$ cat src/hw/rtl/quadtree_face_neighbor_finder_defines.svh
// ----------------------------------------------------------------------------
// Quadtree face neighbour finder: assertion macros
// Shared property forms for the concurrent checks of the finder.
// ----------------------------------------------------------------------------
`ifndef QUADTREE_FACE_NEIGHBOR_FINDER_DEFINES_SVH
`define QUADTREE_FACE_NEIGHBOR_FINDER_DEFINES_SVH

// Same-cycle implication, sampled on the rising clock edge outside reset.
`define QNF_ASSERT_IMP(lbl, ante, cons) \
  lbl: assert property (@(posedge clk) disable iff (!rst_n) (ante) |-> (cons)) \
    else $error("quadtree finder check failed");

// Next-cycle implication, sampled on the rising clock edge outside reset.
`define QNF_ASSERT_NXT(lbl, ante, cons) \
  lbl: assert property (@(posedge clk) disable iff (!rst_n) (ante) |=> (cons)) \
    else $error("quadtree finder check failed");

`endif

$ cat src/hw/rtl/qnf_ram.sv
// ----------------------------------------------------------------------------
// Generic RAM
// One write port and one read port with registered read data.
// ----------------------------------------------------------------------------
module qnf_ram #(
  parameter int WIDTH = 1,
  parameter int DEPTH = 16
) (
  input  logic                     clk,
  input  logic                     we,
  input  logic [$clog2(DEPTH)-1:0] waddr,
  input  logic [WIDTH-1:0]         wdata,
  input  logic [$clog2(DEPTH)-1:0] raddr,
  output logic [WIDTH-1:0]         rdata
);

  logic [WIDTH-1:0] mem [DEPTH];
  logic [WIDTH-1:0] rdata_r;

  always_ff @(posedge clk) begin
    if (we) begin
      mem[waddr] <= wdata;
    end
    rdata_r <= mem[raddr];
  end

  assign rdata = rdata_r;

endmodule

$ cat config.mk
export PLATFORM = sky130hd
export DESIGN_NAME = qnf_ram
export DESIGN_NICKNAME = d
export VERILOG_FILES = /design/src/hw/rtl/quadtree_face_neighbor_finder_defines.svh /design/src/hw/rtl/qnf_ram.sv
export SDC_FILE = /design/constraint.sdc
export NUM_CORES = 1
export LEC_CHECK = 0
export BUFFER_PORTS_ARGS = -buffer_cell sky130_fd_sc_hd__buf_2
export CORE_UTILIZATION = 35
export DETAILED_ROUTE_END_ITERATION = 6
export PLACE_DENSITY = 0.64
export REMOVE_ABC_BUFFERS = 1
export SYNTH_ARGS = -nofsm -noshare
export SYNTH_HDL_FRONTEND = slang
export SYNTH_SLANG_ARGS = --single-unit
$ cat constraint.sdc
create_clock -name clk -period 1.9 [get_ports clk]
set_input_delay 0.095 -clock clk [delete_from_list [all_inputs] [get_ports clk]]
set_output_delay 0.095 -clock clk [all_outputs]
set_load 0.01 [all_outputs]
* Word level (Yosys, flattened, before mapping)
Memories as Yosys holds them, arrays and structs flattened. A register that Yosys moved wholly into a read port is not among the register bits. Index checks and enable logic that the tools add are counted.
Storage, ports and cells: flip-flop bits (word level) 0, bits in latches 0, memory bits (writable) 16, memory bits (read-only) 0, input port bits 11, output and inout port bits 1, logic and storage cells 3, memories kept 1
Memory list:
- mem | depth 16, bits a word 1, read ports 1, clocked after Yosys merged registers in 1, wr ports 1, line qnf_ram.sv:17 | logic [WIDTH-1:0] mem [DEPTH];
Cells by class: add/sub/neg operators 0, multiply operators 0, div/mod/pow operators 0, magnitude comparators 0, equal/unequal tests 0, shift-type cells 0, multiplexer cells 2, bitwise operators 0, reduce and logical (&&, ||, !) cells 0
Operator list (count):
- two-way mux 1 bit | 2

* Logic depth before layout (Yosys ltp)
depth after elaboration 2, mapped depth 3, gate-level depth less buffers 3

* Worst setup path after synthesis
Ideal clock, no wire load.
path type register to register, start point memory mem[13], end point register rdata_r, in the netlist rdata (read register of mem), setup time 0.122 ns, data arrival time 1.013 ns, required time 1.778 ns, path slack 0.765 ns, stages on the path, launching flop included 4, buffers on the path 0, clock period less this slack 1.135 ns, cells stage by stage edfxtp_1 mux4_1 mux2i_1 mux2i_1
RTL lines:
- start, declared | line qnf_ram.sv:17
- end, declared | line qnf_ram.sv:18 | logic [WIDTH-1:0] rdata_r;

==> key figures <==
Clock tree
  – Post-CTS sizing: 0
  – H-tree Lvls: 1
  – Root Driver: clkbuf_4
  – Setup bufs post-CTS: 0
  – CTS Sinks: 17
  – CTS buffer count: 3
  – CTS Hold Buffers Added: 0
  – Clock transition at path regs: 0.10 ns
  – Clk Latency, worst-skew pair: 0.28 ns
  – CTS Buffer Depth: 2
  – TritonCTS clock tree: yes

Worst setup path
  – RR Endpoint: rdata$_DFF_P_
  – Crit path kind: reg -> reg
  – R2R depth: 3
  – R2R Setup Slk: 0.68 ns
  – Endpoint class of the critical path: register
  – Crit Path Max Fanout: 1
  – Worst r2r src: mem[0]$_DFFE_PP_
  – CP Launch Point: mem[0]$_DFFE_PP_
  – CP required: 2.07 ns
  – WP data arrival: 1.39 ns
  – CP Launch Type: register
  – End of the critical path: rdata$_DFF_P_

Timing
  – RSZ-0062 raised after global routing: false
  – Slew headroom: 0.832
  – Final setup vio count: 0
  – Fmax: 821 MHz
  – Slew Viols, Final: 0
  – Worst slew pin tran: 0.253 ns
  – WHS: 0.00767 ns
  – Final hold vios: 0
  – Clock skew: 0.00633 ns
  – Final min period: 1.22 ns
  – Period utilization: 0.641
  – Setup Total Neg Slack: 0 ns

Floorplan
  – Die W: 48.2 µm
  – Area of the core: 1980 µm²
  – Cell row count: 16
  – Die area: 2320 µm²
  – Die Y: 48.2 µm
  – Initial Util: 0.376
  – Boundary pin count: 12

Synth
  – Seq/Total Area, Yosys: 0.671
  – Count of different cell masters after synthesis: 11
  – Ys Warns: 0
  – Post-Syn Instances: 47
  – #FFs+latches synth: 17
  – Synthesized area: 746 µm²
  – Mean Syn Cell Area: 15.9 µm²

Global route
  – Largest net degree at the start of global routing: 17
  – GRT Util Overall: 0.119
  – Remaining Overflow, GRT: 0
  – Vias in the first global route: 428
  – Global-route wire length before repair: 1880 µm
  – Initial antenna violation count: 0

Pwr
  – Logic gate share of total power: 0.086
  – Net Switching: 0.137 mW
  – Clock power share: 0.279
  – Sequential power share: 0.635
  – Maximum vdd ir drop: 0.378 mV
  – Sw Ratio: 0.206
  – Pint: 0.526 mW
  – P_leak: 0.303 nW
  – Pwr Density: 769 nW/µm²

Layout
  – Share of cells above drive strength 1: 0.242
  – Final Util: 0.434
  – Fill cells: 189
  – Layout area overhead: 15.4%
  – Nets: 74
  – # diodes: 0

Detailed routing
  – DR WL/cell: 13.4 µm
  – Via density: 4.97
  – Via Count: 442
  – DRC viols: 0
  – Starting DRT DRC Count: 16
  – Drt total wl: 1200 µm
  – ANT nets after route: 0
  – DR pass1 iterations: 2

Status
  – Outcome: complete, no violations

Flow run
  – Max Cap Viol: 0

Place
  – Port Buffers: 11
  – HPWL after DPL: 886 µm
  – Routability cong.: 0.688

Min path
  – HP Class: in -> reg
==> sequential cells by signal (all words and copies together), names as in the netlist <==
name,cells
mem,16
rdata,1
==> cell usage after synthesis <==
cell type,number,area (µm²)
edfxtp_1,16,480
nor2_1,12,45.0
mux4_1,4,105
nor3_1,4,20.0
mux2i_1,3,30.0
nand2b_1,2,12.5
nand3b_1,2,15.0
dfxtp_1,1,20.0
nand2_1,1,3.75
nand3_1,1,5.00
or3b_2,1,8.76
==> cell type report <==
| class | count | area [µm²] | area share |
|---|---|---|---|
| multi-input combinational | 30 | 245 | 0.285 |
| timing repair buffer | 11 | 55.1 | 0.0640 |
| tap | 27 | 33.8 | 0.0392 |
| clock buffer | 4 | 26.3 | 0.0305 |
| sequential | 17 | 500 | 0.581 |
==> how the worst min path moves through the flow <==
stage | start | to | slack [ns] | depth (start not counted)
finish | raddr[2] | rdata$_DFF_P_ | 0.008 | 2
global route | raddr[2] | rdata$_DFF_P_ | 0.003 | 2
CTS | raddr[2] | rdata$_DFF_P_ | 0.005 | 2
detailed placement | raddr[2] | rdata$_DFF_P_ | 0.31 | 2
global placement | raddr[2] | rdata$_DFF_P_ | 0.30 | 2
floorplan | wdata | mem[0]$_DFFE_PP_ | 0.19 | 0
==> stage by stage <==
stage          power [mW]  instance area, µm²  worst slack [ns]  std cells
2_1_floorplan       0.456                 746             0.765         47
3_3_place_gp        0.485                 835             0.692         85
3_5_place_dp        0.487                 835             0.644         85
4_1_cts             0.667                 861             0.666         89
5_1_grt             0.692                 861             0.620         89
6_report            0.662                 861             0.682         89
==> kinds of logic (layout without fill, tap and decap cells) <==
family | Yosys count | after routing | share of synthesized area
AND/OR/NAND/NOR | 23 | 23 | 0.148
flip-flops | 17 | 17 | 0.671
multiplexers | 7 | 7 | 0.181
buffers and inverters | 0 | 15 | 0
==> worst max-delay path: stages, from the launching register on <==
cell and delay, ns:
edfxtp_1 0.38, mux4_1 0.50, mux2i_1 0.14, mux2i_1 0.08
==> power groups by stage <==
stage	combinational [mW]	sequential, mW	clock (mW)
after floorplan	0.0258	0.430	0
after global placement	0.0558	0.429	0
after detailed placement	0.0580	0.429	0
after CTS	0.0581	0.421	0.189
after global routing	0.0631	0.421	0.208
final	0.0570	0.420	0.185
==> per-layer routing <==
layer	routed length [µm]	global-route usage	part of all wire	vias up
met5	0	0	0	-
met4	8	0.0333	0.0067	0
met3	48	0.0222	0.040	2
met2	608	0.205	0.51	11
met1	531	0.154	0.44	212
li1	-	-	-	217
==> cells in the final DEF (no fill, tap or decap) <==
cell      count
or3b_2        1
nand2b_1      2
nand2_1       1
nand3b_1      2
clkbuf_1      1
dfxtp_1       1
clkbuf_4      3
mux4_1        4
nand3_1       1
edfxtp_1     16
buf_2        11
nor3_1        4
mux2i_1       3
nor2_1       12
Power figures use the tool's default switching activity.
