## config.mk

```make
export PLATFORM = sky130hd
export DESIGN_NAME = qnf_walker
export DESIGN_NICKNAME = d
export VERILOG_FILES = /design/src/hw/rtl/quadtree_face_neighbor_finder_defines.svh /design/src/hw/rtl/qnf_pkg.sv /design/src/hw/rtl/qnf_walker.sv
export SDC_FILE = /design/constraint.sdc
export NUM_CORES = 1
export LEC_CHECK = 0
export BUFFER_PORTS_ARGS = -buffer_cell sky130_fd_sc_hd__buf_2
export CAP_MARGIN = 20
export CORE_MARGIN = 3
export CORE_UTILIZATION = 45
export CTS_BUF_LIST = sky130_fd_sc_hd__clkbuf_4 sky130_fd_sc_hd__clkbuf_8 sky130_fd_sc_hd__clkbuf_16
export DETAILED_ROUTE_END_ITERATION = 10
export GPL_TIMING_DRIVEN = 1
export SETUP_SLACK_MARGIN = 0.3
export SYNTH_ARGS = -nofsm -noshare
export SYNTH_HDL_FRONTEND = slang
export SYNTH_SLANG_ARGS = --single-unit
```

## constraint.sdc

```tcl
create_clock -name clk -period 7.6 [get_ports clk]
set_input_delay 0 -clock clk [delete_from_list [all_inputs] [get_ports clk]]
set_output_delay 0 -clock clk [all_outputs]
set_load 0.02 [all_outputs]
```

## src/hw/rtl/quadtree_face_neighbor_finder_defines.svh

```systemverilog
// ----------------------------------------------------------------------------
// Quadtree face neighbour finder: assertion macros
// Shared property forms for the concurrent checks of the finder.
// ----------------------------------------------------------------------------
`ifndef QUADTREE_FACE_NEIGHBOR_FINDER_DEFINES_SVH
`define QUADTREE_FACE_NEIGHBOR_FINDER_DEFINES_SVH

// Same-cycle implication, sampled on the rising clock edge outside reset.
`define QNF_ASSERT_IMP(lbl, ante, cons) \
  lbl: assert property (@(posedge clk) disable iff (!rst_n) (ante) |-> (cons)) \
    else $error("quadtree finder check failed");

// Next-cycle implication, sampled on the rising clock edge outside reset.
`define QNF_ASSERT_NXT(lbl, ante, cons) \
  lbl: assert property (@(posedge clk) disable iff (!rst_n) (ante) |=> (cons)) \
    else $error("quadtree finder check failed");

`endif

```

## src/hw/rtl/qnf_pkg.sv

```systemverilog
// ----------------------------------------------------------------------------
// Quadtree face neighbour finder package
// Transaction types, cell address type and direction tables.
// ----------------------------------------------------------------------------
package qnf_pkg;

  localparam int LVL_W = 3;
  localparam int CRD_W = 7;

  // Step of the neighbour cell, indexed by direction.
  localparam logic signed [1:0] STEP_DR [4] = '{2'sd1, -2'sd1, 2'sd0, 2'sd0};
  localparam logic signed [1:0] STEP_DC [4] = '{2'sd0, 2'sd0, 2'sd1, -2'sd1};

  // Child offsets of the two corners that touch the shared face, one bit per
  // direction (bit n belongs to direction n).
  localparam logic [3:0] NEAR_A_R = 4'b0010;
  localparam logic [3:0] NEAR_A_C = 4'b1000;
  localparam logic [3:0] NEAR_B_R = 4'b1110;
  localparam logic [3:0] NEAR_B_C = 4'b1011;

  // Item function codes.
  localparam logic FUNC_WRITE = 1'b0;
  localparam logic FUNC_QUERY = 1'b1;

  typedef struct packed {
    logic             func;
    logic [LVL_W-1:0] cell_level;
    logic [CRD_W-1:0] cell_row;
    logic [CRD_W-1:0] cell_col;
    logic [1:0]       direction;
    logic [LVL_W-1:0] target_level;
    logic             used_value;
  } qnf_in_t;

  typedef struct packed {
    logic [LVL_W-1:0] found_level;
    logic [CRD_W-1:0] first_row;
    logic [CRD_W-1:0] first_col;
    logic             second_valid;
    logic [CRD_W-1:0] second_row;
    logic [CRD_W-1:0] second_col;
    logic             request_error;
  } qnf_out_t;

  // One cell of the pyramid, as presented to the address unit.
  typedef struct packed {
    logic [LVL_W-1:0] lvl;
    logic [CRD_W-1:0] row;
    logic [CRD_W-1:0] col;
  } qnf_cell_t;

endpackage

```

## src/hw/rtl/qnf_walker.sv

```systemverilog
// ----------------------------------------------------------------------------
// Quadtree face neighbour finder: query sequencer
// Walks up or down the pyramid, one used-bit probe per cycle.
// ----------------------------------------------------------------------------
module qnf_walker #(
  parameter int LEVELS = 8
) (
  input  logic               clk,
  input  logic               rst_n,
  input  logic               go,
  input  qnf_pkg::qnf_in_t   item,
  input  logic               used_bit,
  output qnf_pkg::qnf_cell_t probe,
  output logic               busy,
  output logic               res_strobe,
  output qnf_pkg::qnf_out_t  res
);
  import qnf_pkg::*;

  localparam logic [2:0] S_IDLE   = 3'd0;
  localparam logic [2:0] S_CHECK  = 3'd1;
  localparam logic [2:0] S_CLIMB  = 3'd2;
  localparam logic [2:0] S_PAIR_A = 3'd3;
  localparam logic [2:0] S_PAIR_B = 3'd4;
  localparam logic [2:0] S_SING_A = 3'd5;
  localparam logic [2:0] S_SING_B = 3'd6;

  logic [2:0]       state_r,  state_nxt;
  logic             strobe_r, strobe_nxt;
  qnf_out_t         res_r,    res_nxt;
  logic [LVL_W-1:0] d_r,      d_nxt;
  logic [LVL_W-1:0] tl_r,     tl_nxt;
  logic [CRD_W-1:0] row_r,    row_nxt;
  logic [CRD_W-1:0] col_r,    col_nxt;
  logic [1:0]       dir_r,    dir_nxt;
  logic [LVL_W-1:0] lvl_r,    lvl_nxt;
  logic [CRD_W-1:0] ar_r,     ar_nxt;
  logic [CRD_W-1:0] ac_r,     ac_nxt;
  logic [CRD_W-1:0] br_r,     br_nxt;
  logic [CRD_W-1:0] bc_r,     bc_nxt;
  logic             a_used_r, a_used_nxt;

  logic [LVL_W-1:0] tl_eff;
  logic [7:0]       size;
  logic [7:0]       nr;
  logic [7:0]       nc;
  logic             bad_item;
  logic             off_grid;
  logic             deeper;
  logic             sel_b;
  logic [CRD_W-1:0] pa_row, pa_col, pb_row, pb_col;

  function automatic qnf_out_t mk_res(input logic [LVL_W-1:0] lvl,
                                      input logic [CRD_W-1:0] r1,
                                      input logic [CRD_W-1:0] c1,
                                      input logic             two,
                                      input logic [CRD_W-1:0] r2,
                                      input logic [CRD_W-1:0] c2);
    qnf_out_t o;
    o.found_level   = lvl;
    o.first_row     = r1;
    o.first_col     = c1;
    o.second_valid  = two;
    o.second_row    = two ? r2 : '0;
    o.second_col    = two ? c2 : '0;
    o.request_error = 1'b0;
    return o;
  endfunction

  function automatic qnf_out_t err_res();
    qnf_out_t o;
    o               = '0;
    o.request_error = 1'b1;
    return o;
  endfunction

  // A target level beyond the pyramid saturates to its finest level.
  assign tl_eff = (32'(tl_r) >= LEVELS) ? LVL_W'(LEVELS - 1) : tl_r;
  assign size   = 8'd1 << d_r;
  assign nr     = {1'b0, row_r} + {{6{STEP_DR[dir_r][1]}}, STEP_DR[dir_r]};
  assign nc     = {1'b0, col_r} + {{6{STEP_DC[dir_r][1]}}, STEP_DC[dir_r]};
  // A step below zero wraps to all ones, which is never inside the level.
  assign off_grid = (nr >= size) || (nc >= size);
  assign bad_item = (32'(d_r) >= LEVELS) || ({1'b0, row_r} >= size) ||
                    ({1'b0, col_r} >= size) || (tl_eff < d_r);
  assign deeper   = (lvl_r < tl_eff);

  assign pa_row = {1'b0, ar_r[CRD_W-1:1]};
  assign pa_col = {1'b0, ac_r[CRD_W-1:1]};
  assign pb_row = {1'b0, br_r[CRD_W-1:1]};
  assign pb_col = {1'b0, bc_r[CRD_W-1:1]};

  always_comb begin
    state_nxt  = state_r;
    strobe_nxt = 1'b0;
    res_nxt    = res_r;
    d_nxt      = d_r;
    tl_nxt     = tl_r;
    row_nxt    = row_r;
    col_nxt    = col_r;
    dir_nxt    = dir_r;
    lvl_nxt    = lvl_r;
    ar_nxt     = ar_r;
    ac_nxt     = ac_r;
    br_nxt     = br_r;
    bc_nxt     = bc_r;
    a_used_nxt = a_used_r;

    unique case (state_r)
      S_IDLE: begin
        if (go) begin
          d_nxt     = item.cell_level;
          tl_nxt    = item.target_level;
          row_nxt   = item.cell_row;
          col_nxt   = item.cell_col;
          dir_nxt   = item.direction;
          state_nxt = S_CHECK;
        end
      end

      S_CHECK: begin
        if (bad_item) begin
          res_nxt    = err_res();
          strobe_nxt = 1'b1;
          state_nxt  = S_IDLE;
        end else if (off_grid) begin
          res_nxt    = mk_res(d_r, row_r, col_r, 1'b0, '0, '0);
          strobe_nxt = 1'b1;
          state_nxt  = S_IDLE;
        end else begin
          lvl_nxt   = d_r;
          ar_nxt    = nr[CRD_W-1:0];
          ac_nxt    = nc[CRD_W-1:0];
          state_nxt = S_CLIMB;
        end
      end

      // Probe of the neighbour cell and then of its ancestors.
      S_CLIMB: begin
        if (used_bit) begin
          if (lvl_r != d_r || d_r == tl_eff) begin
            res_nxt    = mk_res(lvl_r, ar_r, ac_r, 1'b0, '0, '0);
            strobe_nxt = 1'b1;
            state_nxt  = S_IDLE;
          end else begin
            lvl_nxt   = lvl_r + LVL_W'(1);
            ar_nxt    = {ar_r[CRD_W-2:0], NEAR_A_R[dir_r]};
            ac_nxt    = {ac_r[CRD_W-2:0], NEAR_A_C[dir_r]};
            br_nxt    = {ar_r[CRD_W-2:0], NEAR_B_R[dir_r]};
            bc_nxt    = {ac_r[CRD_W-2:0], NEAR_B_C[dir_r]};
            state_nxt = S_PAIR_A;
          end
        end else if (lvl_r == '0) begin
          res_nxt    = err_res();
          strobe_nxt = 1'b1;
          state_nxt  = S_IDLE;
        end else begin
          lvl_nxt = lvl_r - LVL_W'(1);
          ar_nxt  = pa_row;
          ac_nxt  = pa_col;
        end
      end

      S_PAIR_A: begin
        a_used_nxt = used_bit;
        state_nxt  = S_PAIR_B;
      end

      S_PAIR_B: begin
        if (a_used_r && used_bit) begin
          if (deeper) begin
            lvl_nxt   = lvl_r + LVL_W'(1);
            ar_nxt    = {ar_r[CRD_W-2:0], NEAR_B_R[dir_r]};
            ac_nxt    = {ac_r[CRD_W-2:0], NEAR_B_C[dir_r]};
            br_nxt    = {br_r[CRD_W-2:0], NEAR_A_R[dir_r]};
            bc_nxt    = {bc_r[CRD_W-2:0], NEAR_A_C[dir_r]};
            state_nxt = S_PAIR_A;
          end else begin
            res_nxt    = mk_res(lvl_r, ar_r, ac_r, 1'b1, br_r, bc_r);
            strobe_nxt = 1'b1;
            state_nxt  = S_IDLE;
          end
        end else if (a_used_r) begin
          if (deeper) begin
            lvl_nxt   = lvl_r + LVL_W'(1);
            ar_nxt    = {ar_r[CRD_W-2:0], NEAR_B_R[dir_r]};
            ac_nxt    = {ac_r[CRD_W-2:0], NEAR_B_C[dir_r]};
            state_nxt = S_SING_A;
          end else begin
            res_nxt    = mk_res(lvl_r, ar_r, ac_r, 1'b0, '0, '0);
            strobe_nxt = 1'b1;
            state_nxt  = S_IDLE;
          end
        end else if (used_bit) begin
          if (deeper) begin
            lvl_nxt   = lvl_r + LVL_W'(1);
            br_nxt    = {br_r[CRD_W-2:0], NEAR_A_R[dir_r]};
            bc_nxt    = {bc_r[CRD_W-2:0], NEAR_A_C[dir_r]};
            state_nxt = S_SING_B;
          end else begin
            res_nxt    = mk_res(lvl_r, br_r, bc_r, 1'b0, '0, '0);
            strobe_nxt = 1'b1;
            state_nxt  = S_IDLE;
          end
        end else begin
          // Both children stop: return their parents, once if they coincide.
          res_nxt    = mk_res(lvl_r - LVL_W'(1), pa_row, pa_col,
                              (pa_row != pb_row) || (pa_col != pb_col), pb_row, pb_col);
          strobe_nxt = 1'b1;
          state_nxt  = S_IDLE;
        end
      end

      S_SING_A: begin
        if (used_bit && deeper) begin
          lvl_nxt = lvl_r + LVL_W'(1);
          ar_nxt  = {ar_r[CRD_W-2:0], NEAR_B_R[dir_r]};
          ac_nxt  = {ac_r[CRD_W-2:0], NEAR_B_C[dir_r]};
        end else begin
          if (used_bit) begin
            res_nxt = mk_res(lvl_r, ar_r, ac_r, 1'b0, '0, '0);
          end else begin
            res_nxt = mk_res(lvl_r - LVL_W'(1), pa_row, pa_col, 1'b0, '0, '0);
          end
          strobe_nxt = 1'b1;
          state_nxt  = S_IDLE;
        end
      end

      S_SING_B: begin
        if (used_bit && deeper) begin
          lvl_nxt = lvl_r + LVL_W'(1);
          br_nxt  = {br_r[CRD_W-2:0], NEAR_A_R[dir_r]};
          bc_nxt  = {bc_r[CRD_W-2:0], NEAR_A_C[dir_r]};
        end else begin
          if (used_bit) begin
            res_nxt = mk_res(lvl_r, br_r, bc_r, 1'b0, '0, '0);
          end else begin
            res_nxt = mk_res(lvl_r - LVL_W'(1), pb_row, pb_col, 1'b0, '0, '0);
          end
          strobe_nxt = 1'b1;
          state_nxt  = S_IDLE;
        end
      end

      default: begin
        state_nxt = S_IDLE;
      end
    endcase
  end

  // The probe is addressed from the next-state values, so the read data of
  // the RAM belongs to the current registers in the following cycle.
  assign sel_b     = (state_nxt == S_PAIR_B) || (state_nxt == S_SING_B);
  assign probe.lvl = lvl_nxt;
  assign probe.row = sel_b ? br_nxt : ar_nxt;
  assign probe.col = sel_b ? bc_nxt : ac_nxt;

  always_ff @(posedge clk) begin
    if (!rst_n) begin
      state_r  <= S_IDLE;
      strobe_r <= 1'b0;
    end else begin
      state_r  <= state_nxt;
      strobe_r <= strobe_nxt;
    end
  end

  always_ff @(posedge clk) begin
    res_r    <= res_nxt;
    d_r      <= d_nxt;
    tl_r     <= tl_nxt;
    row_r    <= row_nxt;
    col_r    <= col_nxt;
    dir_r    <= dir_nxt;
    lvl_r    <= lvl_nxt;
    ar_r     <= ar_nxt;
    ac_r     <= ac_nxt;
    br_r     <= br_nxt;
    bc_r     <= bc_nxt;
    a_used_r <= a_used_nxt;
  end

  assign busy       = (state_r != S_IDLE);
  assign res_strobe = strobe_r;
  assign res        = res_r;

endmodule

```

# Yosys cells after proc, flatten, opt, wreduce, memory -nomap -nowiden

Cells that the tools add are included.

Register bits: 91
Input bits: 28
Output and inout bits: 52
Word-level logic and storage cells: 175

Add/subtract/negate cells: 4
Magnitude comparators: 8
Equal/unequal tests: 20
Shift operators: 1
Multiplexer cells: 106
Bitwise operators: 1
Reduce and logical (&&, ||, !) cells: 15

Operators with widths:

| operator                                             | count |
|---|---|
| two-way mux 33 bit                                   | 15 |
| two-way mux 7 bit                                    | 34 |
| one-hot mux 33 bit (5 select lines)                  | 1 |
| two-way mux 3 bit                                    | 19 |
| one-hot mux 7 bit (4 select lines)                   | 2 |
| one-hot mux 7 bit (3 select lines)                   | 2 |
| inequality test 3 bit (second input constant)        | 6 |
| one-hot mux 3 bit (6 select lines)                   | 1 |
| adder 7 x 8 -> 8 bit                                 | 2 |
| >= comparator 7 x 8 -> 1 bit                         | 2 |
| >= comparator 8 bit                                  | 2 |
| two-way mux 2 bit                                    | 8 |
| equality test 3 bit (second input constant)          | 5 |
| two-way mux 1 bit                                    | 14 |
| two-way mux 6 bit                                    | 2 |
| inequality test 6 bit                                | 2 |
| one-hot mux 3 bit (4 select lines)                   | 1 |
| AND reduction 9 bit                                  | 1 |
| binary-select mux 1 bit (select 2 bit)               | 4 |
| binary-select mux 2 bit (select 2 bit)               | 2 |
| left shift 1 x 3 -> 8 bit (first input constant)     | 1 |
| equality test 3 x 2 -> 1 bit (second input constant) | 2 |
| zero test 3 bit                                      | 2 |
| logical OR 1 bit                                     | 6 |
| other kinds (16)                                     | 19 |

# Logic depth before layout (Yosys ltp)

Word-level depth: 13
Gate-level depth with buffers: 18
Depth with buffers taken out: 15

# Least setup slack after synthesis

Ideal clock, no wire load.

Path type: register to register
Start: register dir_r[1]
End: register strobe_r, in the netlist res_strobe
Library setup time: 120 ps
Arrival time: 4,631 ps
Data required time: 7,480 ps
Slack: 2,849 ps
Stages on the path, launching flop included: 16
Path buffers: 1
Clock period less this slack: 4,751 ps
Cell sequence: edfxtp_1 nand2_1 clkbuf_1 xnor2_1 ha_1 or4_1 o22a_1 xnor2_1 ha_1 a21oi_1 o21ai_0 a2111oi_0 nand2_1 o21ai_0 nand2_1 and3_1

Longest elaborated chain between the ends: 10
Elaborated cells between the ends (all ways): 15
Those cells by class: add/sub (2); order compare (2); mux (9); bitwise (1); reduce/logical (1)

RTL lines:

| what                                                      | RTL line                           | text |
|---|---|---|
| from (decl)                                               | qnf_walker.sv:35                   | `logic [1:0] dir_r, dir_nxt;` |
| from (signal assigned)                                    | qnf_walker.sv:275                  | `dir_r <= dir_nxt;` |
| inverter 2 -> 3 bit (not written as such) (*)             | qnf_walker.sv:80, qnf_walker.sv:81 |  |
| binary-select mux 2 bit (select 2 bit) (on tied branches) | qnf_walker.sv:80, qnf_walker.sv:81 |  |
| two-way mux 2 bit (on tied branches) (2 in a row)         | qnf_walker.sv:80, qnf_walker.sv:81 |  |
| adder 7 x 8 -> 8 bit (on tied branches)                   | qnf_walker.sv:80, qnf_walker.sv:81 |  |
| >= comparator 8 bit                                       | qnf_walker.sv:83                   | `assign off_grid = (nr >= size) \|\| (nc >= size);` |
| logical OR 1 bit (*)                                      | qnf_walker.sv:83                   |  |
| two-way mux 1 bit (*)                                     | qnf_walker.sv:126                  | `end else if (off_grid) begin` |
| two-way mux 1 bit (*)                                     | qnf_walker.sv:122                  | `if (bad_item) begin` |
| one-hot mux 1 bit (4 select lines) (*)                    | qnf_walker.sv:109                  | `unique case (state_r)` |
| to (signal assigned)                                      | qnf_walker.sv:265                  | `strobe_r <= strobe_nxt;` |
| to (decl)                                                 | qnf_walker.sv:29                   | `logic strobe_r, strobe_nxt;` |

Mark *: on every way between the ends. The rest lies on a longest branch, timed or not. The select of a mux whose other input is x is not followed.
A chain may end at the register's enable or synchronous reset.

==> flow_metrics.py <==
metrics = {
    "timing": {
        "rsz0062_at_grt": "no",
        "worstMarginPinSlew_ns": 1.11,
        "relSlewSlack_pct": 25.4,
        "setup_violations": 0,
        "setup_slack_ns": 1.78,
        "fin_setup_tns_ns": 0,
        "slew_viol_final": 0,
        "hold_viol": 0,
        "fin_crit_sh_pct": 76.5,
        "clock_skew_ns": 0.00697,
        "whs_ns": 0.138,
        "finalCriticalPeriod_ns": 5.82,
        "max_freq_ghz": 0.172,
    },
    "cells_and_area": {
        "n_antenna_cell": 0,
        "fill_cells": 1375,
        "layout.nets": 905,
        "final_util_pct": 52.0,
        "drive_above_1_share_pct": 15.0,
        "synthToLayoutAreaGrowth_pct": 10.8,
        "instances_no_fill": 1023,
        "final_area_mm2": 0.00773,
    },
    "detailed_routing": {
        "vias_per_cell": 6.55,
        "vias": 6701,
        "drt-initial-drc-count": 1154,
        "antenna_left": 0,
        "drc": 0,
        "wl_per_cell_um": 23.5,
        "wl_um": 24000,
        "drt_pass1_iterations": 7,
    },
    "die": {
        "die_area_mm2": 0.0170,
        "initial_core_util_pct": 46.9,
        "dieWidth_um": 131,
        "core_mm2": 0.0149,
        "num_rows": 44,
        "ios": 80,
        "fp.dieH_um": 131,
    },
    "place": {
        "gp_congestion": 0.957,
        "hpwl_um": 17400,
        "dpl.cell_count": 984,
        "io_buffers": 77,
        "dp_slack_ns": 2.27,
        "dpl_cell_area_mm2": 0.00721,
    },
    "synth": {
        "ys_seq_area_share_pct": 34.2,
        "yosys_warnings": 0,
        "synthCells": 785,
        "ys_ff_latch": 91,
        "ys.flop_type": "edfxtp_1",
        "avgSynthCellArea_um2": 8.89,
        "synth_fp_nets": 856,
        "synthArstFlopShare_pct": 0,
        "synth_edf_count": 56,
        "syn_area_mm2": 0.00698,
        "synth.distinct_cells": 83,
    },
    "power": {
        "p_sw_mw": 0.542,
        "finalPower_mw": 1.47,
        "pwr-share-seq_pct": 43.0,
        "p_clk_share_pct": 31.2,
        "p_leak_nw": 3.11,
        "ir_worst_vdd_mv": 0.104,
        "pwr-share-comb_pct": 25.7,
        "powerDensity_mw_per_mm2": 190,
        "p_int_mw": 0.928,
        "p_sw_share_pct": 36.9,
    },
    "global_route": {
        "grt-ovfl-total": 0,
        "globalRouteTotalUtil_pct": 28.5,
        "grt_pass1_wl_um": 37000,
        "grt_pass1_vias": 6348,
        "grt_max_degree": 55,
        "antenna_found_initial": 0,
    },
    "clocking": {
        "root_buffer": "clkbuf_16",
        "numCtsBuffers": 9,
        "cts_tree": "built",
        "cts_sinks": 91,
        "clockBufferDepth": 2,
        "worstSkewPairLatency_ns": 0.36,
        "cts.clk_slew.worst_paths_ns": 0.08,
        "post_cts_buffers": 0,
        "htree_levels": 3,
    },
    "setup_path": {
        "critical_path.max_fanout": 13,
        "worstSetupStartpointType": "flip-flop",
        "required_ns": 7.60,
        "crit_chain": "nand2_1, xnor2_1, ha_1, or4_1, o22a_1, xnor2_1, ha_1, a21oi_1, o21ai_0, a2111oi_0, nand2_1, o21ai_0, a21boi_0, a211o_1, buf_2",
        "end_kind": "primary output",
        "max_stage_delay_ns": 0.93,
        "crit_path_top_delay_cell": "o21ai_0",
        "worst_ep_arrival_time_ns": 5.82,
        "worst-setup-path-type": "flip-flop to primary output",
    },
    "run_status": {
        "status": "finished, final reports clean",
    },
    "job": {
        "drv_cap": 0,
    },
    "worst_hold_path": {
        "hp-class": "input pin to flip-flop",
    },
}
-- routing by layer --
| layer | global-route usage [%] | vias to the layer above | wire length [um] |
|---|---|---|---|
| li1 | - | 3083 | - |
| met4 | 10.2 | 0 | 813 |
| met3 | 5.16 | 59 | 2300 |
| met1 | 38.6 | 3170 | 9880 |
| met2 | 45.7 | 389 | 11000 |
| met5 | 0 | - | 0 |
-- cell usage in the layout (no fill, tap or decap), types with 12 or more instances in the layout --
cell type      Yosys  layout
nand2_1           90      90
nand3_1           12      12
o211ai_1          16      16
o21ai_0           45      45
a22oi_1           26      26
ha_1              43      43
a31oi_1           15      15
a222oi_1          17      17
inv_1             39      39
buf_2              3      77
dlygate4sd3_1      0      23
edfxtp_1          56      56
dfxtp_1           35      35
a21oi_1           42      42
nor2_1            43      43
xnor2_1           22      22
nor3_1            18      18
-- final cells by class --
| class | count | area (um2) | area share, % |
|---|---|---|---|
| multi-input cells | 586 | 4020 | 51.9 |
| repair buffers | 106 | 661 | 8.55 |
| inverters | 40 | 150 | 1.94 |
| flip-flops and latches | 91 | 2380 | 30.8 |
| clock inverters | 7 | 66.3 | 0.858 |
| clock buffers | 9 | 225 | 2.91 |
| well taps | 184 | 230 | 2.98 |
-- final timing paths --
path / to / from / slack [ns] / depth (start not counted)
worst max-delay path: probe[16] / dir_r[1] / 1.78 / 15
worst min register to register: br_r[0] / br_r[0] / 0.58 / 1
worst max register to register: res_strobe / dir_r[1] / 2.11 / 15
worst min-delay path: state_r[0] / go / 0.14 / 3
-- power by group through the flow --
stage                     logic [mW]  clock network [mW]  registers [mW]
final                          0.378               0.459           0.632
after global routing           0.417               0.483           0.636
after CTS                      0.373               0.465           0.628
after detailed placement       0.361                   0           0.640
after global placement         0.353                   0           0.639
after floorplan                0.290                   0           0.598
-- critical path, delay by kind of cell, from the launching register on --
kind,cells,cell delay [ns]
xor gates and xnor gates,2,0.44
DFF,1,0.55
and+or+nand+nor,3,1.22
AOI/OAI and AO/OA,7,2.50
buffers and inverters,1,0.17
adders and majority gates,2,0.56
-- registers in the layout, summed over array words and instances (netlist names) --
name,count
row_r,7
d_r,3
a_used_r,1
ar_r,7
tl_eff,3
bc_r,7
dir_r,2
br_r,7
res_strobe,1
res,33
col_r,7
lvl_r,3
ac_r,7
state_r,3
-- timing repair --
action | CTS | global route
hold endpoints to repair | 26 | 0
hold buffers | 23 | 0
resized for setup | 0 | 0
-- Yosys cell counts (16+ instances only) --
library cell	number	area (um2)
a22oi_1	26	195
o21ai_0	45	225
inv_1	39	146
edfxtp_1	56	1680
o211ai_1	16	120
a21oi_1	42	210
dfxtp_1	35	701
a222oi_1	17	170
ha_1	43	538
nor2_1	43	161
nand2_1	90	338
clkbuf_1	40	150
nor3_1	18	90.1
xnor2_1	22	193
-- cell families (layout without fill, tap and decap cells) --
family	count (synthesis)	in the layout	share of synthesized area, %
AO/OA/AOI/OAI	255	255	25.8
AND/OR/NAND/NOR	243	243	17.6
buffers and inverters	108	162	8.36
flip-flops	91	91	34.2
adder cells (fa/ha/maj)	43	43	7.71
XOR/XNOR	28	28	3.78
multiplexers	17	17	2.60
(Power assumes the default switching activity.)
