**config.mk**
```make
export PLATFORM = sky130hd
export DESIGN_NAME = qnf_addr
export DESIGN_NICKNAME = d
export VERILOG_FILES = /design/src/hw/rtl/quadtree_face_neighbor_finder_defines.svh /design/src/hw/rtl/qnf_pkg.sv /design/src/hw/rtl/qnf_addr.sv
export SDC_FILE = /design/constraint.sdc
export NUM_CORES = 1
export LEC_CHECK = 0
export BUFFER_PORTS_ARGS = -buffer_cell sky130_fd_sc_hd__buf_4
export CAP_MARGIN = 30
export CORE_MARGIN = 5
export CORE_UTILIZATION = 40
export DETAILED_ROUTE_END_ITERATION = 7
export PLACE_DENSITY = 0.7
export SYNTH_ARGS = -nofsm -noshare
export SYNTH_HDL_FRONTEND = slang
export SYNTH_SLANG_ARGS = --single-unit
```
**constraint.sdc**
```tcl
create_clock -name vclk -period 3.1
set_input_delay 0.31 -clock vclk [all_inputs]
set_output_delay 0.31 -clock vclk [all_outputs]
set_load 0.02 [all_outputs]
```
**src/hw/rtl/quadtree_face_neighbor_finder_defines.svh**
```systemverilog
// ----------------------------------------------------------------------------
// Quadtree face neighbour finder: assertion macros
// Shared property forms for the concurrent checks of the finder.
// ----------------------------------------------------------------------------
`ifndef QUADTREE_FACE_NEIGHBOR_FINDER_DEFINES_SVH
`define QUADTREE_FACE_NEIGHBOR_FINDER_DEFINES_SVH

// Same-cycle implication, sampled on the rising clock edge outside reset.
`define QNF_ASSERT_IMP(lbl, ante, cons) \
  lbl: assert property (@(posedge clk) disable iff (!rst_n) (ante) |-> (cons)) \
    else $error("quadtree finder check failed");

// Next-cycle implication, sampled on the rising clock edge outside reset.
`define QNF_ASSERT_NXT(lbl, ante, cons) \
  lbl: assert property (@(posedge clk) disable iff (!rst_n) (ante) |=> (cons)) \
    else $error("quadtree finder check failed");

`endif

```
**src/hw/rtl/qnf_pkg.sv**
```systemverilog
// ----------------------------------------------------------------------------
// Quadtree face neighbour finder package
// Transaction types, cell address type and direction tables.
// ----------------------------------------------------------------------------
package qnf_pkg;

  localparam int LVL_W = 3;
  localparam int CRD_W = 7;

  // Step of the neighbour cell, indexed by direction.
  localparam logic signed [1:0] STEP_DR [4] = '{2'sd1, -2'sd1, 2'sd0, 2'sd0};
  localparam logic signed [1:0] STEP_DC [4] = '{2'sd0, 2'sd0, 2'sd1, -2'sd1};

  // Child offsets of the two corners that touch the shared face, one bit per
  // direction (bit n belongs to direction n).
  localparam logic [3:0] NEAR_A_R = 4'b0010;
  localparam logic [3:0] NEAR_A_C = 4'b1000;
  localparam logic [3:0] NEAR_B_R = 4'b1110;
  localparam logic [3:0] NEAR_B_C = 4'b1011;

  // Item function codes.
  localparam logic FUNC_WRITE = 1'b0;
  localparam logic FUNC_QUERY = 1'b1;

  typedef struct packed {
    logic             func;
    logic [LVL_W-1:0] cell_level;
    logic [CRD_W-1:0] cell_row;
    logic [CRD_W-1:0] cell_col;
    logic [1:0]       direction;
    logic [LVL_W-1:0] target_level;
    logic             used_value;
  } qnf_in_t;

  typedef struct packed {
    logic [LVL_W-1:0] found_level;
    logic [CRD_W-1:0] first_row;
    logic [CRD_W-1:0] first_col;
    logic             second_valid;
    logic [CRD_W-1:0] second_row;
    logic [CRD_W-1:0] second_col;
    logic             request_error;
  } qnf_out_t;

  // One cell of the pyramid, as presented to the address unit.
  typedef struct packed {
    logic [LVL_W-1:0] lvl;
    logic [CRD_W-1:0] row;
    logic [CRD_W-1:0] col;
  } qnf_cell_t;

endpackage

```
**src/hw/rtl/qnf_addr.sv**
```systemverilog
// ----------------------------------------------------------------------------
// Quadtree face neighbour finder: address unit
// Maps a level, row and column to the flat index of the used-bit pyramid.
// ----------------------------------------------------------------------------
module qnf_addr #(
  parameter int AW = 15
) (
  input  qnf_pkg::qnf_cell_t loc,
  output logic [AW-1:0]      addr
);
  import qnf_pkg::*;

  logic [15:0] base;
  logic [15:0] offset;
  logic [15:0] sum;

  // The first index of level n is (4^n - 1) / 3, i.e. binary 0101...01 with
  // n ones on the even bit positions.
  always_comb begin
    base = '0;
    for (int i = 0; i < 7; i++) begin
      base[2*i] = (LVL_W'(i) < loc.lvl);
    end
  end

  // Column is below 2^lvl, so it fills the low bits left free by the shift.
  assign offset = (16'(loc.row) << loc.lvl) | 16'(loc.col);
  assign sum    = base + offset;
  assign addr   = AW'(sum);

endmodule

```
---- After elaboration in Yosys (flattened, before gate mapping) ----
Index checks and enable logic that the tools add are counted.
cells by class
  shifts and indexed selects .............. 1
  bitwise gates (word level) .............. 1
  add/sub/neg operators ................... 1
  magnitude comparators ................... 7
operators with widths
  operator            number
  $add 13x15->15      1
  $or 15x7->15        1
  $shl 7x3->15        1
  $lt 3x3->1 const A  3
  $lt 1x3->1 const A  2
  $lt 2x3->1 const A  2
word-level totals
  logic and storage cells ................. 10
  output and inout port bits .............. 15
  bits of input ports ..................... 17
  bits in registers ....................... 0

---- Longest topological paths before layout ----
Gate-level depths: netlist of the first run.
  word-level depth ........................ 3
  gate-level depth with buffers ........... 13
  gate-level depth less buffers ........... 11

---- Worst setup path after synthesis of the first run ----
No wires, ideal clock.
  path kind ............................... input -> output
  from .................................... in loc[15] (netlist name)
  to ...................................... out addr[13]
  required time ........................... 2790 ps
  cell stages on the path ................. 12
  arrival time ............................ 2933 ps
  buffers on the path ..................... 2
  setup slack ............................. -143 ps
  cells stage by stage .................... clkbuf_1 clkbuf_1 nor2_1 a21oi_1 o21bai_1 ha_1 a31o_2 a41o_1 a311oi_2 o31ai_1 a31oi_1 xor2_1
between the ends
  word-level cells in the longest chain between the ends .. 3
  elaborated cells between the ends (all ways) .. 10
  those cells by class .................... add/sub (1); order compare (7); shift (1); bitwise (1)
ends and longest elaborated chain
  what              line            text
  from (decl)       qnf_addr.sv:8   input qnf_pkg::qnf_cell_t loc,
  $shl 7x3->15      qnf_addr.sv:27  assign offset = (16'(loc.row) << loc.lvl) | 16'(loc.col);
  $or 15x7->15      qnf_addr.sv:27
  $add 13x15->15 *  qnf_addr.sv:28  assign sum = base + offset;
  to (decl)         qnf_addr.sv:9   output logic [AW-1:0] addr
Every way passes the cells marked *; elsewhere a longest branch is shown, timed or not.

---- Final worst setup path of the first run ----
  from .................................... in loc[14] (netlist name)
  to ...................................... out addr[14]
Same word-level chain as after synthesis.

==> flow_summary_export.csv, run 1 <==
group,metric,value,unit
status,status,"finished clean",
worst_setup_path,cpMostUsedCell,"buf_4",
job,maxCapViolCount,0,
worst_setup_path,worst-setup-path-type,"in -> out",
detailed_routing,wl_met3,123,um
power,ir_worst_vdd,0.177,mV
hold_path,worstHoldPathCells,4,
logic_synthesis,ys_warn_count,0,
logic_synthesis,synth_top_area_cell,"ha_1",
cells_and_area,drive_above_1_share,47.2,%
worst_setup_path,end_kind,"primary output",
floorplanning,die_w,56.2,um
detailed_routing,viasPerCell,5.41,
timing,rsz0062_at_grt,"yes",
placement,post_dp_cell_area,1250,um2
logic_synthesis,synth.top_cell.area_share,11.7,%
worst_setup_path,cp_cell_sequence,"buf_8, buf_4, or3_1, ha_1, ha_1, a21o_1, a31oi_4, a211oi_2, buf_4, o21a_1, o41a_1, buf_4",
detailed_routing,dr_wl_met2,1280,um
cells_and_area,final_core_util,66.0,%
placement,io_buffers,32,
timing,hold_viol,0,
power,powerDensity,244,nW/um2
detailed_routing,wl_met1,1040,um
cells_and_area,final_common_cell,"buf_4",
floorplanning,fp.dieH,56.2,um
timing,holdWs,1.01,ns
floorplanning,coreArea,2000,um2
global_routing,grt_antenna_before_repair,0,
cells_and_area,multiInputGateArea,856,um2
timing,worst_pin_slew,0.397,ns
worst_setup_path,cp_top_family,"compound AO/OA/AOI/OAI gates",
worst_setup_path,start_kind,"input port",
worst_setup_path,path_buf_inv,4,
placement,gp_congestion,0.805,
floorplanning,initial_utilization,42.6,%
cells_and_area,design.seq.count,0,
timing,fmax,0.336,GHz
cells_and_area,nets,188,
cells_and_area,regArea,0,um2
timing,slew_viol_final,0,
detailed_routing,vias,1018,
hold_path,hold_path.class,"in -> out",
global_routing,grt.total_usage,16.0,%
logic_synthesis,syn_area_per_cell,7.54,um2
detailed_routing,ant_nets,0,
detailed_routing,firstDrtPassIters,4,
global_routing,grt_overflow_total,0,
detailed_routing,wl,2460,um
worst_setup_path,critPathMaxFanout,6,
worst_setup_path,cp.depth,12,
floorplanning,ios,32,
floorplanning,die_area,3150,um2
worst_setup_path,arrival,2.66,ns
floorplanning,rows,16,
global_routing,grt_pass1_vias,1107,
logic_synthesis,synth.cell_area,852,um2
placement,hpwl,2150,um
cells_and_area,final_cell_mix,"buf_4 (53), nand2_1 (9), xnor2_1 (8), ha_1 (8)",
detailed_routing,drc,0,
timing,slew-limit-headroom,73.5,%
cells_and_area,area_growth,55.1,%
cells_and_area,clockBufferCount,0,
timing,fin_crit_sh,95.9,%
worst_setup_path,critPathSlowestCell,"or3_1",
power,p_leak,0.617,nW
worst_setup_path,required,2.79,ns
cells_and_area,diodes,0,
timing,tns,0,ns
logic_synthesis,syn_inst,113,
detailed_routing,drtIter0Drc,11,
timing,finalCriticalPeriod,2.97,ns
logic_synthesis,seq_area_frac_synth,0,%
logic_synthesis,ys_types,41,
global_routing,grt_pass1_wl,4440,um
logic_synthesis,synth_nets,138,
detailed_routing,dr.max_layer_used,"met4",
detailed_routing,wl_per_cell,13.1,um
worst_setup_path,cpPeakStageDelay,0.31,ns
global_routing,grt_max_degree,15,
logic_synthesis,yosys-top-cells-area,"ha_1 (12%), xnor2_1 (8.2%), mux4_2 (7.9%)",
cells_and_area,n_fill_cell,176,
cells_and_area,final_area,1320,um2
timing,setup_viol,0,
[layer usage]
layer / global-route usage [%] / vias to the layer above
met5: 0 / -
met1: 18.8 / 462
met4: 1.69 / 0
met3: 1.86 / 2
met2: 31.2 / 28
li1: - / 526
[path summary, 6_finish.rpt]
kind	startpoint	endpoint	slack (ns)
max	loc[14]	addr[14]	0.13
min	loc[0]	addr[0]	1.01
[cell families after synthesis]
family / count (synthesis) / share of synthesized area, %
AO/OA/AOI/OAI: 38 / 31.9
XOR/XNOR: 12 / 12.3
adder cells (fa/ha/maj): 8 / 11.7
buffers and inverters: 11 / 5.87
multiplexers: 12 / 19.2
AND/OR/NAND/NOR: 32 / 18.9
[layout make-up]
type | instances | area share (%)
inverters | 5 | 1.42
multi-input cells | 102 | 64.8
well taps | 27 | 2.56
repair buffers | 54 | 31.2
[Yosys cell counts, drive strengths merged (4+ instances only)]
master	count
a21o	5
a21oi	7
clkbuf	4
ha	8
inv	5
mux2	5
mux2i	4
nand2	9
nor2	7
o21ai	5
xnor2	8
xor2	4
[worst min-delay path, delay by kind of cell]
kind | cells | cell delay, ns
adder cells (fa/ha/maj) | 1 | 0.11
AO/OA/AOI/OAI | 1 | 0.07
buffers and inverters | 2 | 0.21
[what timing repair did]
item / in CTS / in global routing
cloned: 0 / 0
pin swaps: 0 / 2
endpoints found under the setup margin: 1 / 7
hold buffers: 0 / 0
buffers inserted: 0 / 3
gates resized for setup: 2 / 9
hold endpoints to repair: 0 / 0
[where the power goes]
part,leakage [nW],total (mW),switching (mW),internal (mW)
sequential,0,0,0,0
combinational,0.617,0.323,0.162,0.161
clock,0,0,0,0
[stage by stage]
stage               setup WS (ns)  total power, mW  instances
floorplan                 0.00850            0.186        113
global placement           0.0309            0.304        185
finish                      0.126            0.323        188
detailed placement        -0.0562            0.309        185
CTS                        0.0433            0.311        185
global route              -0.0631            0.352        188
No activity file was read; power rests on OpenSTA's default activity.
==> run 2: changes to the inputs <==
==> constraint.sdc (replaced) <==
create_clock -name vclk -period 2.5
set_input_delay 0.25 -clock vclk [all_inputs]
set_output_delay 0.25 -clock vclk [all_outputs]
set_load 0.02 [all_outputs]
==> flow_summary_export.csv, run 2 (synthesized netlist as in run 1, its figures left out) <==
group,metric,value,unit
worst_setup_path,cp_cell_sequence,"buf_8, mux2i_2, nor2_1, a21oi_2, o21bai_1, ha_1, buf_6, a21o_1, nand4_1, a211oi_4, o211ai_1, a21oi_2, xor2_2, buf_4",
power,comb_power_share,100.0,%
cells_and_area,final_area,1670,um2
global_routing,grt.total_usage,18.1,%
timing,fin_crit_sh,117,%
cells_and_area,nets,216,
timing,tns,-2.80,ns
job,maxCapViolCount,0,
worst_setup_path,cpMostUsedCell,"a21oi_2",
power,powerDensity,311,nW/um2
cells_and_area,diodes,0,
global_routing,grt_pass1_wl,4870,um
timing,fmax,0.343,GHz
global_routing,met2_usage,37.2,%
global_routing,grt_max_degree,10,
status,status,"complete, but fails checks",
timing,finalCriticalPeriod,2.92,ns
worst_setup_path,arrival,2.67,ns
worst_setup_path,end_kind,"primary output",
worst_setup_path,cpPeakStageDelay,0.34,ns
placement,post_dp_cell_area,1470,um2
timing,slew_viol_final,0,
global_routing,grt_util_met1,21.0,%
power,switchingPower,252,uW
detailed_routing,firstDrtPassIters,4,
worst_setup_path,critPathLaunch,"loc[14]",
cells_and_area,final_core_util,83.3,%
placement,place_ws,-0.466,ns
floorplanning,coreArea,2000,um2
cells_and_area,drive_above_1_share,63.0,%
worst_setup_path,critPathMaxFanout,4,
worst_setup_path,required,2.25,ns
status,violations,"negative setup slack",
detailed_routing,ant_nets,0,
floorplanning,initial_utilization,42.6,%
floorplanning,rows,16,
power,p_int,266,uW
cells_and_area,clockBufferCount,0,
detailed_routing,vias,1221,
power,p_sw_share,48.6,%
global_routing,grt_overflow_total,0,
floorplanning,fp.dieH,56.2,um
floorplanning,ios,32,
cells_and_area,regArea,0,um2
global_routing,grt_busiest_layer,"met2",
cells_and_area,design.seq.count,0,
placement,gp_congestion,0.825,
timing,setup_viol,9,
detailed_routing,drc,0,
worst_setup_path,start_kind,"input port",
timing,worst_pin_slew,0.348,ns
global_routing,use_met3,1.39,%
cells_and_area,area_growth,95.6,%
timing,finalWorstSetupSlack,-0.419,ns
power,ir_worst_vdd,0.273,mV
worst_setup_path,worst-setup-path-type,"in -> out",
timing,rsz0062_at_grt,"yes",
detailed_routing,wl_per_cell,17.0,um
placement,io_buffers,32,
placement,hpwl,2490,um
hold_path,hold_start,"loc[0]",
power,pwr-share-seq,0,%
cells_and_area,final_common_cell,"buf_4",
global_routing,grt_antenna_before_repair,0,
floorplanning,die_w,56.2,um
global_routing,grt_pass1_vias,1139,
timing,hold_viol,0,
detailed_routing,drtIter0Drc,44,
floorplanning,die_area,3150,um2
hold_path,hold_path.class,"in -> out",
power,p_clk_share,0,%
cells_and_area,final_cell_mix,"buf_4 (76), nand2_1 (9), nor2_1 (7)",
worst_setup_path,critPathSlowestCell,"a211oi_4",
detailed_routing,viasPerCell,5.65,
timing,slew-limit-headroom,76.2,%
power,p_leak,0.795,nW
detailed_routing,wl,3670,um
cells_and_area,n_fill_cell,136,
run 2: metrics by stage:
| stage | instances | total power [mW] | hold slack (ns) |
|---|---|---|---|
| final | 216 | 0.518 | 0.911 |
| after global routing | 216 | 0.552 | 0.956 |
| after CTS | 212 | 0.461 | 0.917 |
| after detailed placement | 207 | 0.438 | 0.897 |
| after global placement | 207 | 0.428 | 0.882 |
| after floorplan | 113 | 0.254 | 0.774 |
run 2: final timing paths:
check	end	slack (ns)	depth (start not counted)
worst max-delay path	addr[12]	-0.42	14
worst min-delay path	addr[0]	0.91	4
run 2: power by group through the flow:
stage | clock, mW | combinational, mW | sequential, mW
2_1_floorplan | 0 | 0.254 | 0
3_3_place_gp | 0 | 0.428 | 0
3_5_place_dp | 0 | 0.438 | 0
4_1_cts | 0 | 0.461 | 0
5_1_grt | 0 | 0.552 | 0
6_report | 0 | 0.518 | 0
run 2: repair_timing:
item	CTS	global route
gates resized for setup	14	12
cloned	0	0
pin swaps	11	13
hold buffers	0	0
setup endpoints to repair	10	10
setup buffers	6	7
run 2: area by class of cell:
cell class | instances | area (um2) | area share, %
multi-input cells | 102 | 972 | 58.3
repair buffers | 82 | 642 | 38.5
well taps | 27 | 33.8 | 2.03
inverters | 5 | 18.8 | 1.13
run 2: routing by layer:
layer | up-vias | wire (um)
met5 | - | 0
met4 | 0 | 161
met3 | 14 | 180
met2 | 55 | 1940
met1 | 569 | 1390
li1 | 583 | -
run 2: worst max-delay path: cells and delay by family:
family / cells / cell delay (ns)
adder cells (fa/ha/maj): 1 / 0.32
XOR/XNOR: 1 / 0.16
buffers and inverters: 3 / 0.35
AND/OR/NAND/NOR: 2 / 0.29
multiplexers: 1 / 0.23
AO/OA/AOI/OAI: 6 / 1.09
==> run 3: changes to the inputs <==
--- a/config.mk
+++ b/config.mk
@@ -7,10 +7,12 @@
 export LEC_CHECK = 0
 export BUFFER_PORTS_ARGS = -buffer_cell sky130_fd_sc_hd__buf_4
 export CAP_MARGIN = 30
+export CELL_PAD_IN_SITES_DETAIL_PLACEMENT = 2
+export CELL_PAD_IN_SITES_GLOBAL_PLACEMENT = 2
 export CORE_MARGIN = 5
-export CORE_UTILIZATION = 40
+export CORE_UTILIZATION = 26
 export DETAILED_ROUTE_END_ITERATION = 7
-export PLACE_DENSITY = 0.7
+export PLACE_DENSITY_LB_ADDON = 0.1
 export SYNTH_ARGS = -nofsm -noshare
 export SYNTH_HDL_FRONTEND = slang
 export SYNTH_SLANG_ARGS = --single-unit
==> flow_summary_export.csv, run 3 <==
group,metric,value,unit
floorplanning,fp.dieH,67.2,um
logic_synthesis,synth_top_area_cell,"ha_1",
floorplanning,rows,20,
logic_synthesis,synth_nets,138,
placement,place_ws,-0.634,ns
logic_synthesis,synthTopCellsByCount,"nand2_1 (9), ha_1 (8), xnor2_1 (8)",
status,status,"did not finish",
placement,hpwl,3360,um
logic_synthesis,syn_area_per_cell,7.54,um2
logic_synthesis,yosys-top-cells-area,"ha_1 (12%), xnor2_1 (8.2%), mux4_2 (7.9%)",
clock_tree,ctsHoldBuffers,0,
clock_tree,ctsResizeCount,30,
floorplanning,initial_utilization,27.5,%
placement,io_buffers,32,
logic_synthesis,synth.cell_area,852,um2
status,haltStage,"clock tree synthesis",
floorplanning,ios,32,
logic_synthesis,yosysMostFrequentCell,"nand2_1",
status,error_line,"[ERROR DPL-0033] detailed placement checks failed during check placement.",
logic_synthesis,ys_types,41,
logic_synthesis,synth.top_cell.area_share,11.7,%
floorplanning,die_w,67.2,um
placement,gp_congestion,0.791,
logic_synthesis,seq_area_frac_synth,0,%
logic_synthesis,ys_warn_count,0,
placement,placed_cells,223,
clock_tree,cts_setup_buffers,15,
logic_synthesis,syn_inst,113,
-- run 3: cell counts after synthesis --
Identical to the previous run, type by type.
-- run 3: metrics by stage --
stage          hold slack (ns)  area (um2)
2_1_floorplan            0.774         942
3_3_place_gp             0.884        1490
3_5_place_dp             0.896        1490
-- run 3: kinds of logic after synthesis --
group | Yosys count | share of synthesized area (%)
AO/OA/AOI/OAI | 38 | 31.9
XOR/XNOR | 12 | 12.3
adder cells (fa/ha/maj) | 8 | 11.7
buffers and inverters | 11 | 5.87
multiplexers | 12 | 19.2
AND/OR/NAND/NOR | 32 | 18.9
==> run 4: changes to the inputs <==
--- a/config.mk
+++ b/config.mk
@@ -7,12 +7,10 @@
 export LEC_CHECK = 0
 export BUFFER_PORTS_ARGS = -buffer_cell sky130_fd_sc_hd__buf_4
 export CAP_MARGIN = 30
-export CELL_PAD_IN_SITES_DETAIL_PLACEMENT = 2
-export CELL_PAD_IN_SITES_GLOBAL_PLACEMENT = 2
-export CORE_MARGIN = 5
-export CORE_UTILIZATION = 26
+export CORE_AREA = 5 5 66 68
 export DETAILED_ROUTE_END_ITERATION = 7
-export PLACE_DENSITY_LB_ADDON = 0.1
+export DIE_AREA = 0 0 71 73
+export PLACE_DENSITY_LB_ADDON = 0.15
 export SYNTH_ARGS = -nofsm -noshare
 export SYNTH_HDL_FRONTEND = slang
 export SYNTH_SLANG_ARGS = --single-unit
==> constraint.sdc (replaced) <==
create_clock -name vclk -period 3.2
set_input_delay 0.32 -clock vclk [all_inputs]
set_output_delay 0.32 -clock vclk [all_outputs]
set_load 0.02 [all_outputs]
==> flow_summary_export.csv, run 4 (synthesized netlist as in run 1, its figures left out) <==
group,metric,value,unit
status,status,"finished clean",
placement,hpwl,2250,um
cells_and_area,area_growth,51.0,%
floorplanning,die_w,71,um
timing,hold_viol,0,
detailed_routing,drtIter0Drc,24,
placement,gp_congestion,0.775,
detailed_routing,wl,2620,um
floorplanning,die_area,5180,um2
timing,finalWorstSetupSlack,0.150,ns
worst_setup_path,worst-setup-path-type,"in -> out",
worst_setup_path,start_kind,"input port",
timing,finalCriticalPeriod,3.05,ns
job,maxCapViolCount,0,
floorplanning,fp.dieH,73,um
detailed_routing,drc,0,
detailed_routing,vias,996,
timing,worst_pin_slew,0.403,ns
placement,place_ws,-0.0461,ns
global_routing,grt_antenna_before_repair,0,
cells_and_area,regArea,0,um2
global_routing,grt_pass1_vias,1027,
timing,holdWs,1.03,ns
placement,placed_cells,202,
floorplanning,coreArea,3800,um2
global_routing,grt_pass1_wl,4420,um
timing,fmax,0.328,GHz
detailed_routing,wl_per_cell,12.9,um
power,p_leak,0.581,nW
cells_and_area,final_cell_mix,"buf_4 (46), nand2_1 (9), xnor2_1 (8), ha_1 (8)",
detailed_routing,firstDrtPassIters,4,
worst_setup_path,cp_top_family,"compound AO/OA/AOI/OAI gates",
cells_and_area,diodes,0,
timing,slew-limit-headroom,73.1,%
global_routing,grt_overflow_total,0,
worst_setup_path,critPathSlowestCell,"a311oi_2",
cells_and_area,final_common_cell,"buf_4",
worst_setup_path,path_buf_inv,2,
cells_and_area,design.seq.count,0,
floorplanning,ios,32,
worst_setup_path,required,2.88,ns
power,powerDensity,235,nW/um2
worst_setup_path,critPathMaxFanout,9,
worst_setup_path,arrival,2.73,ns
timing,setup_viol,0,
cells_and_area,nets,181,
global_routing,grt_max_degree,15,
timing,slew_viol_final,0,
floorplanning,rows,23,
timing,fin_crit_sh,95.3,%
timing,rsz0062_at_grt,"yes",
placement,post_dp_cell_area,1230,um2
cells_and_area,fin_cells,204,
worst_setup_path,cp_cell_sequence,"buf_12, mux2i_4, nor2_2, a21oi_2, o21bai_1, ha_1, a31o_2, a41o_1, a311oi_2, o31ai_1, a31oi_1, xor2_2, buf_4",
worst_setup_path,end_kind,"primary output",
cells_and_area,final_area,1290,um2
power,ir_worst_vdd,0.109,mV
detailed_routing,viasPerCell,4.88,
detailed_routing,ant_nets,0,
placement,io_buffers,32,
floorplanning,initial_utilization,22.4,%
global_routing,grt.total_usage,9.85,%
worst_setup_path,cpPeakStageDelay,0.32,ns
cells_and_area,drive_above_1_share,42.9,%
hold_path,hold_path.class,"in -> out",
cells_and_area,clockBufferCount,0,
## run 4: power breakdown
| group | switching [mW] | internal, mW |
|---|---|---|
| registers | 0 | 0 |
| clock network | 0 | 0 |
| logic | 0.155 | 0.147 |
## run 4: stage by stage
| step | total power, mW | TNS, ns | util, % |
|---|---|---|---|
| after floorplan | 0.178 | 0 | - |
| after global placement | 0.291 | 0 | 32.3 |
| after detailed placement | 0.293 | -0.0461 | 32.3 |
| after CTS | 0.296 | 0 | 32.5 |
| after global routing | 0.330 | -0.00277 | 33.9 |
| final | 0.302 | 0 | 33.9 |
## run 4: worst paths after layout
path	start	to	slack, ns	cells after the start
setup / recovery	loc[14]	addr[13]	0.15	13
hold / removal	loc[0]	addr[0]	1.03	4
## run 4: timing repair
action	4_1_cts	5_1_grt
endpoints found under the setup margin	1	5
setup buffers	0	2
hold buffers	0	0
gates resized for setup	2	9
cloned	0	0
pin swaps	2	7
## run 4: routing by layer
layer  global-route usage (%)  up-vias  share of wire [%]
met3                    0.413        0                3.6
met1                     12.3      462                 44
li1                         -      512                  -
met2                     19.7       22                 52
met5                        0        -                  0
met4                        0        0                  0
## run 4: tightest hold or removal path, stage by stage
cell    delay, ns
buf_4        0.08
a21o_1       0.07
ha_1         0.11
buf_4        0.13
## run 4: layout make-up
| class | count | area, um2 |
|---|---|---|
| tap | 50 | 62.6 |
| timing repair buffer | 47 | 365 |
| multi-input combinational | 102 | 840 |
| inverter | 5 | 18.8 |
| fill | 431 | 2510 |
